## src/sv/psam_pkg.sv

```systemverilog
`timescale 1ns / 1ps
`default_nettype none
// ----------------------------------------------------------------------------
// psam_pkg: shared types for the per-axis point median block
// Coordinate type, result count width and the lane control group.
// ----------------------------------------------------------------------------
package psam_pkg;

	localparam int unsigned CoordW = 32;
	localparam int unsigned SizeW  = 9;

	typedef logic signed [CoordW-1:0] coord_t;
	typedef logic [SizeW-1:0]         size_t;

	typedef struct packed {
		logic start;
		logic rd_med;
	} lane_ctrl_t;

endpackage
`default_nettype wire

```

## src/sv/psam_med_if.sv

```systemverilog
`timescale 1ns / 1ps
`default_nettype none
// ----------------------------------------------------------------------------
// psam_med_if: median result channel
// Per-axis medians, set size and overflow flag, one item per set.
// ----------------------------------------------------------------------------
interface psam_med_if;
	logic             valid;
	logic             ready;
	psam_pkg::coord_t median_x;
	psam_pkg::coord_t median_y;
	psam_pkg::coord_t median_z;
	psam_pkg::size_t  set_size;
	logic             overflowed;

	modport source (output valid, output median_x, output median_y, output median_z,
		output set_size, output overflowed, input ready);
	modport sink (input valid, input median_x, input median_y, input median_z,
		input set_size, input overflowed, output ready);
endinterface
`default_nettype wire

```

## src/sv/psam_merge.sv

```systemverilog
`timescale 1ns / 1ps
`default_nettype none
// ----------------------------------------------------------------------------
// psam_merge: result register
// Combine the three lane medians with count and overflow into one held item.
// ----------------------------------------------------------------------------
module psam_merge (
	input  wire                   clk,
	input  wire                   arst_n,
	input  wire                   load,
	input  wire psam_pkg::coord_t med_x,
	input  wire psam_pkg::coord_t med_y,
	input  wire psam_pkg::coord_t med_z,
	input  wire psam_pkg::size_t  size,
	input  wire                   ovf,
	output logic                  free,
	psam_med_if.source            medians
);

	logic             valid_q;
	psam_pkg::coord_t mx_q;
	psam_pkg::coord_t my_q;
	psam_pkg::coord_t mz_q;
	psam_pkg::size_t  size_q;
	logic             ovf_q;

	assign free = !valid_q || medians.ready;

	always_ff @(posedge clk or negedge arst_n) begin
		if (!arst_n) begin
			valid_q <= 1'b0;
		end else if (load) begin
			valid_q <= 1'b1;
		end else if (medians.ready) begin
			valid_q <= 1'b0;
		end
	end

	always_ff @(posedge clk) begin
		if (load) begin
			mx_q   <= med_x;
			my_q   <= med_y;
			mz_q   <= med_z;
			size_q <= size;
			ovf_q  <= ovf;
		end
	end

	assign medians.valid      = valid_q;
	assign medians.median_x   = mx_q;
	assign medians.median_y   = my_q;
	assign medians.median_z   = mz_q;
	assign medians.set_size   = size_q;
	assign medians.overflowed = ovf_q;

endmodule
`default_nettype wire
```

## src/flat_wrapper.sv

```systemverilog
// flat-port wrapper written by rule: the top's interface ports become plain ports
module psam_merge_flat 
  (clk, arst_n, load, med_x, med_y, med_z, size, ovf, free, medians_valid, medians_median_x, medians_median_y, medians_median_z, medians_set_size, medians_overflowed, medians_ready);
  psam_med_if medians_i ();
  input  wire clk;
  input  wire arst_n;
  input  wire load;
  input  wire psam_pkg::coord_t med_x;
  input  wire psam_pkg::coord_t med_y;
  input  wire psam_pkg::coord_t med_z;
  input  wire psam_pkg::size_t size;
  input  wire ovf;
  output logic free;
  output wire logic [$bits(medians_i.valid)-1:0] medians_valid;
  output wire logic [$bits(medians_i.median_x)-1:0] medians_median_x;
  output wire logic [$bits(medians_i.median_y)-1:0] medians_median_y;
  output wire logic [$bits(medians_i.median_z)-1:0] medians_median_z;
  output wire logic [$bits(medians_i.set_size)-1:0] medians_set_size;
  output wire logic [$bits(medians_i.overflowed)-1:0] medians_overflowed;
  input wire logic [$bits(medians_i.ready)-1:0] medians_ready;
  assign medians_valid = medians_i.valid;
  assign medians_median_x = medians_i.median_x;
  assign medians_median_y = medians_i.median_y;
  assign medians_median_z = medians_i.median_z;
  assign medians_set_size = medians_i.set_size;
  assign medians_overflowed = medians_i.overflowed;
  assign medians_i.ready = medians_ready;
  psam_merge u_core (.clk(clk), .arst_n(arst_n), .load(load), .med_x(med_x), .med_y(med_y), .med_z(med_z), .size(size), .ovf(ovf), .free(free), .medians(medians_i));
endmodule
```

## config.mk

```make
export PLATFORM = sky130hd
export DESIGN_NAME = psam_merge_flat
export DESIGN_NICKNAME = d
export VERILOG_FILES = /design/src/sv/psam_pkg.sv /design/src/sv/psam_med_if.sv /design/src/sv/psam_merge.sv /design/src/flat_wrapper.sv
export SDC_FILE = /design/constraint.sdc
export NUM_CORES = 1
export LEC_CHECK = 0
export BUFFER_PORTS_ARGS = -buffer_cell sky130_fd_sc_hd__buf_4
export CAP_MARGIN = 10
export CELL_PAD_IN_SITES_DETAIL_PLACEMENT = 0
export CELL_PAD_IN_SITES_GLOBAL_PLACEMENT = 1
export CORE_ASPECT_RATIO = 1.25
export CORE_MARGIN = 8
export CORE_UTILIZATION = 32
export CTS_CLUSTER_DIAMETER = 80
export DETAILED_ROUTE_END_ITERATION = 6
export HOLD_SLACK_MARGIN = 0.1
export PLACE_DENSITY = 0.79
export REMOVE_ABC_BUFFERS = 1
export SYNTH_ARGS = -nofsm -noshare
export SYNTH_HDL_FRONTEND = slang
export SYNTH_SLANG_ARGS = --single-unit
export TNS_END_PERCENT = 1
```

## constraint.sdc

```tcl
create_clock -name clk -period 0.8 [get_ports clk]
set_input_delay 0.24 -clock clk [delete_from_list [all_inputs] [get_ports clk]]
set_output_delay 0.24 -clock clk [all_outputs]
set_load 0.02 [all_outputs]
```

==> results of run 1 <==
Yosys cell counts:
cell type / n
nand2b_2: 1
dfrtp_1: 1
nand2b_4: 1
edfxtp_1: 106
metrics by stage:
step	cells	hold WS, ns	worst slack, ns
2_1_floorplan	109	-0.05559	-0.03578
3_3_place_gp	463	0.01651	-0.1656
3_5_place_dp	463	0.01700	-0.1739
logic make-up after synthesis:
kind of cell | count (synthesis)
flops | 107
simple gates | 2
==> results.ini, run 1 <==
[cts]
htreeDepth = 3
postCtsHoldBufs = 101
cts_buffers = 9
cts.sinks = 107
ctsResizeCount = 103
clock-root-buffer = clkbuf_16
post_cts_buffers = 0
cts_buffer_depth = 2

[yosys]
synth_fa_ha_area_share_pct = 0
synth_seq_cells = 107
synth_largest_area_cell = edfxtp_1
synth_top_family_by_area = simple AND/OR/NAND/NOR gates
synth_top_area_share_pct = 98.53
syn_inst = 109
ys_seq_area_share_pct = 99.30
synth_mux_area_share_pct = 0
synth-xor-area-share_pct = 0
yosys_warnings = 0
synthTopCellsByArea = edfxtp_1 99%, dfrtp_1 0.77%, nand2b_4 0.43%
syn_area_um2 = 3231
avgSynthCellArea_um2 = 29.64
synth_compound_area_share_pct = 0
synth_cell_types = 4
synth-simple-area-share_pct = 0.6971

[floorplanning]
core.rowCount = 41
die_x_um = 105.9
fp.dieH_um = 128.3
ios = 218
initial_core_util_pct = 32.46

[place]
dp_hpwl_um = 7157
routabilityCongestion = 0.7123
place_area_um2 = 5106
port_buffers = 217

[status]
haltStage = clock tree synthesis
outcome = aborted with a tool error
tool.error = [ERROR RSZ-0060] Max buffer count reached.

==> inputs of run 2 (changes only) <==
Settings changed: CELL_PAD_IN_SITES_DETAIL_PLACEMENT 0 to default, CELL_PAD_IN_SITES_GLOBAL_PLACEMENT 1 to default, CORE_ASPECT_RATIO 1.25 to default, CORE_UTILIZATION 32 to 40, CTS_CLUSTER_DIAMETER 80 to default, HOLD_SLACK_MARGIN 0.1 to default, PLACE_DENSITY 0.79 to default, PLACE_DENSITY_LB_ADDON from default to 0.15.
==> results.ini, run 2 <==
[cts]
cts_buffers = 9  ; unchanged
htreeDepth = 3  ; unchanged
clock-root-buffer = clkbuf_8
path_clk_slew_ns = 0.09
cts_tree = yes
cts_buffer_depth = 2  ; unchanged
cts.sinks = 107  ; unchanged
clock_latency_ns = 0.34

[power_and_ir_drop]
netSwitchingFraction_pct = 23.14
ir_drop_mv = 1.142
power.internal_uw = 9218
cellPowerDensity_nw_per_um2 = 2123
p_comb_share_pct = 17.4
p_clk_share_pct = 25.5
power_frac_seq_pct = 57.1
switchingPower_uw = 2775
p_leak_uw = 0.002360

[routing]
drt_wl_total_um = 8715
drtIter0Drc = 57
vias_per_cell = 4.337
final_antenna_net_count = 0
wl_per_cell_um = 19.45
drcViolationCount = 0
dr.pass1.iters = 4
vias = 1943

[final_layout]
area_delta_synth_final_pct = 74.86
finalNetCount = 452
layout_commonest_cell = buf_4
register_area_um2 = 3208
multi_input_area_um2 = 22.52
n_antenna_cell = 0
drive_gt1_share_pct = 68.50
stdcell_area_um2 = 5649
mostFrequentLayoutCells = 111 x buf_4, 107 x buf_6, 106 x edfxtp_1
fill_cells = 522

[floorplanning]
core.rowCount = 32  ; -22%
core_area_um2 = 7767
die_area_um2 = 11210
die_x_um = 105.9  ; unchanged
ios = 218  ; unchanged
initial_core_util_pct = 41.59  ; +9.1 points
fp.dieH_um = 105.9  ; -18%

[worst_setup_path]
crit_chain = nand2b_4, buf_6
crit_type = reg -> out
max_stage_delay_ns = 0.42
cp_num_buf_inv = 1
crit_arrival_ns = 0.95
critPathMaxFanout = 2
crit_required_ns = 0.56
path_delay_family = flip-flops
cp_slowest_cell = dfrtp_1
cp-end-kind = primary output
crit_path_start_kind = register

[sta]
hold_ws_ns = 0.06033
worst_slack_ns = -0.3895
period_share_pct = 148.7
fin_skew_ns = 0
final-setup-viol-count = 108
period_minus_slack_ns = 1.190
tightestPinTransition_ns = 0.2219
slew_violations = 0
rsz0062_at_grt = yes
max_freq_ghz = 0.8407
hold_viol_final = 0
maxSlewHeadroom_pct = 85.21

[grt]
grt_usage_pct = 14.75
grt_antenna_before_repair = 0
grt_pass1_wl_um = 12230
grt_overflow = 0
grt_max_degree = 42
grt_pass1_vias = 2097

[run]
max-cap-violations = 0

[yosys]
synth_seq_cells = 107  ; unchanged
ys_seq_area_share_pct = 99.30  ; unchanged
synth_largest_area_cell = edfxtp_1
avgSynthCellArea_um2 = 29.64  ; unchanged
ys_async_sr_fraction_pct = 0.9346  ; unchanged
syn_area_um2 = 3231  ; unchanged
synth_cell_types = 4  ; unchanged
synthTopCellsByArea = edfxtp_1 99%, dfrtp_1 0.77%, nand2b_4 0.43%
synth_flop_cell = edfxtp_1
yosys.cell_count.top_type = edfxtp_1
syn_inst = 109  ; unchanged
synth_top_area_share_pct = 98.53  ; unchanged
yosys_warnings = 0  ; unchanged
synth_edf_count = 106  ; unchanged
synth_top_cells_by_count = 106 x edfxtp_1, 1 x dfrtp_1, 1 x nand2b_2, 1 x nand2b_4

[worst_hold_path]
hold_path.class = in -> reg

[status]
outcome = finished, violations left
violations = setup timing

[place]
port_buffers = 217  ; unchanged
dp_hpwl_um = 6723  ; -6.1%
place_area_um2 = 5047  ; -1.2%
routabilityCongestion = 0.7079  ; -0.62%

run 2: path summary, 6_finish.rpt:
kind,start,end,slack (ns),depth (start not counted)
setup / recovery,u_core.medians.valid$_DFFE_PN0P_,free,-0.39,2
hold / removal,med_z[5],u_core.medians.median_z[5]$_DFFE_PP_,0.06,1
setup reg to reg,u_core.medians.valid$_DFFE_PN0P_,u_core.medians.valid$_DFFE_PN0P_,0.05,3
hold reg to reg,u_core.medians.valid$_DFFE_PN0P_,u_core.medians.valid$_DFFE_PN0P_,0.67,3
max in group asynchronous,arst_n,u_core.medians.valid$_DFFE_PN0P_,0.50,2
min in group asynchronous,arst_n,u_core.medians.valid$_DFFE_PN0P_,0.22,2
run 2: cells by family (layout without fill, tap and decap cells):
| logic type | Yosys count | in the layout | synth area share, % |
|---|---|---|---|
| flip-flops | 107 | 107 | 99.30 |
| AND/OR/NAND/NOR | 2 | 2 | 0.6971 |
| buffers and inverters | 0 | 237 | 0 |
run 2: cell type report:
class	count	area share (%)
flip-flops and latches	107	56.79
repair buffers	222	37.32
clock buffers	10	2.259
well taps	102	2.259
clock inverters	5	0.9745
multi-input cells	2	0.3987
run 2: metal layers:
| layer | up-vias | part of all wire [%] | global-route usage (%) |
|---|---|---|---|
| met2 | 128 | 54 | 26.50 |
| met3 | 7 | 14 | 8.404 |
| met4 | 0 | 1.2 | 5.729 |
| met1 | 907 | 32 | 13.36 |
| met5 | - | 0 | 0 |
| li1 | 901 | - | - |
run 2: power by group through the flow:
stage	Sequential (µW)	Clock [µW]	Combinational (µW)
after floorplan	7480	0	14.4
after global placement	6880	0	1830
after detailed placement	6900	0	1850
after CTS	6850	3160	2100
after global routing	6890	3340	2170
final	6850	3060	2080
run 2: what timing repair did:
item | 4_1_cts | 5_1_grt
hold buffers | 1 | 0
gates resized for setup | 103 | 4
pin swaps | 0 | 0
buffers inserted | 1 | 0
setup endpoints to repair | 108 | 108
hold endpoints to repair | 1 | 0
run 2: through the flow:
| stage | setup WS, ns | std cells | power [µW] | util [%] | setup TNS, ns |
|---|---|---|---|---|---|
| final | -0.3895 | 448 | 11990 | 72.73 | -34.68 |
| after floorplan | -0.03578 | 109 | 7490 | - | -0.03578 |
| after global routing | -0.4262 | 448 | 12410 | 72.73 | -38.97 |
| after detailed placement | -0.1553 | 431 | 8743 | 64.98 | -14.61 |
| after global placement | -0.1414 | 431 | 8708 | 64.98 | -13.17 |
| after CTS | -0.4170 | 448 | 12110 | 72.54 | -37.12 |
No activity file was read; power rests on OpenSTA's default activity.
==> inputs of run 3 (changes only) <==
Settings changed: BUFFER_PORTS_ARGS -buffer_cell sky130_fd_sc_hd__buf_4 to -buffer_cell sky130_fd_sc_hd__buf_2.
==> results.ini, run 3 (synthesis results as in run 2) <==
[status]
outcome = finished, violations left
violations = setup timing

[routing]
final_antenna_net_count = 0  ; unchanged
drcViolationCount = 0  ; unchanged
dr.pass1.iters = 4  ; unchanged
drt_wl_total_um = 8241  ; -5.4%
wl_per_cell_um = 18.23  ; -6.3%
drtIter0Drc = 72  ; +26%
vias = 1972  ; +1.5%
vias_per_cell = 4.363  ; +0.59%

[worst_setup_path]
crit_chain = nand2b_4, buf_6
reg2regPathDepth = 3  ; unchanged
crit_type = reg -> out
r2r-start = u_core.medians.valid$_DFFE_PN0P_
max_stage_delay_ns = 0.42  ; about the same
cp_slowest_cell = dfrtp_1
path_delay_family = flip-flops
crit_path_start_kind = register
cp-end-kind = primary output
r2r_end = u_core.medians.valid$_DFFE_PN0P_
rrSetupSlack_ns = 0.04  ; about the same
cp_num_buf_inv = 1  ; unchanged
critPathMaxFanout = 2  ; unchanged
crit_required_ns = 0.56  ; about the same
crit_arrival_ns = 0.96  ; about the same

[cts]
htreeDepth = 3  ; unchanged
cts_buffer_depth = 2  ; unchanged
clock_latency_ns = 0.33  ; about the same
path_clk_slew_ns = 0.10  ; about the same
cts_tree = yes
cts.sinks = 107  ; unchanged
clock-root-buffer = clkbuf_8
cts_buffers = 9  ; unchanged

[sta]
final-setup-viol-count = 108  ; unchanged
maxSlewHeadroom_pct = 85.48  ; +0.27 points
period_minus_slack_ns = 1.200  ; +0.01054 ns
fin_skew_ns = 0  ; unchanged
finalSetupTns_ns = -33.80  ; +0.8772 ns
worst_slack_ns = -0.4001  ; -0.01054 ns
tightestPinTransition_ns = 0.2178  ; -0.004066 ns
rsz0062_at_grt = yes
hold_ws_ns = 0.06500  ; +0.004675 ns
max_freq_ghz = 0.8333  ; -0.88%
slew_violations = 0  ; unchanged
hold_viol_final = 0  ; unchanged
period_share_pct = 150.0  ; +1.3 points

[power_and_ir_drop]
p_leak_uw = 0.002059  ; -13%
cellPowerDensity_nw_per_um2 = 2373  ; +12%
ir_drop_mv = 1.560  ; +37%
power.total_uw = 11280  ; -5.9%

[floorplanning]
ios = 218  ; unchanged
die_x_um = 105.9  ; unchanged
core.rowCount = 32  ; unchanged
die_area_um2 = 11210  ; unchanged
initial_core_util_pct = 41.59  ; unchanged
fp.dieH_um = 105.9  ; unchanged
core_area_um2 = 7767  ; unchanged

[final_layout]
fill_cells = 618  ; +18%
area_delta_synth_final_pct = 47.13
mostFrequentLayoutCells = 210 x buf_2, 106 x edfxtp_1, 9 x clkbuf_8
register_area_um2 = 3208  ; unchanged
final_cells = 452  ; +0.89%
final_core_util_pct = 61.20  ; -12 points
finalNetCount = 455  ; +0.66%
layout_commonest_cell = buf_2
n_antenna_cell = 0  ; unchanged
multi_input_area_um2 = 22.52  ; unchanged
drive_gt1_share_pct = 68.29  ; -0.21 points

[worst_hold_path]
worstHoldPathCells = 1  ; unchanged
hold_start = med_y[31]
hold_path.class = in -> reg
hold_end = u_core.medians.median_y[31]$_DFFE_PP_

[grt]
grt_pass1_vias = 2160  ; +3.0%
grt_antenna_before_repair = 0  ; unchanged
grt_pass1_wl_um = 11870  ; -2.9%
grt_max_degree = 41  ; -2.4%
grt_usage_pct = 13.88  ; -0.87 points
grt_overflow = 0  ; unchanged

[place]
routabilityCongestion = 0.6826  ; -3.6%
port_buffers = 217  ; unchanged
dp.cells = 434  ; +0.70%

[run]
max-cap-violations = 0  ; unchanged

run 3: how the worst max path moves through the flow:
stage	from	to	depth (start not counted)
after floorplan	u_core.medians.valid$_DFFE_PN0P_	free	1
after global placement	load	u_core.medians.median_z[23]$_DFFE_PP_	2
after detailed placement	load	u_core.medians.median_z[9]$_DFFE_PP_	2
after global routing	u_core.medians.valid$_DFFE_PN0P_	free	2
final	u_core.medians.valid$_DFFE_PN0P_	free	2
after CTS	u_core.medians.valid$_DFFE_PN0P_	free	2
run 3: layer usage:
metal,track usage [%],wire length (µm)
met2,23.95,4234
met4,4.422,124
met1,13.34,2833
met3,8.648,1049
met5,0,0
run 3: timing repair:
item / in CTS / in global routing
setup buffers: 1 / 0
gates resized for setup: 2 / 9
hold buffers: 1 / 0
setup endpoints to repair: 108 / 108
hold endpoints to repair: 1 / 0
run 3: worst reg2reg max path: cells and delay by family (launching register included):
family	cells	cell delay, ns
and+or+nand+nor	2	0.13
buffers and inverters	1	0.10
DFF	1	0.42
run 3: per-stage QoR:
stage               area (µm²)  worst slack [ns]
floorplan                 3231          -0.03578
global placement          4517           -0.1692
detailed placement        4517           -0.1688
CTS                       4726           -0.4246
global route              4753           -0.4621
finish                    4753           -0.4001
run 3: final cells by class:
type,count,area share [%]
multi-input cells,2,0.4738
repair buffers,225,25.45
well taps,102,2.685
flip-flops and latches,107,67.49
clock buffers,11,2.764
clock inverters,5,1.132
run 3: power by group:
group,switching (µW),internal [µW],total [µW]
registers,103,6640,6750
clock network,1630,1440,3070
logic,931,538,1470
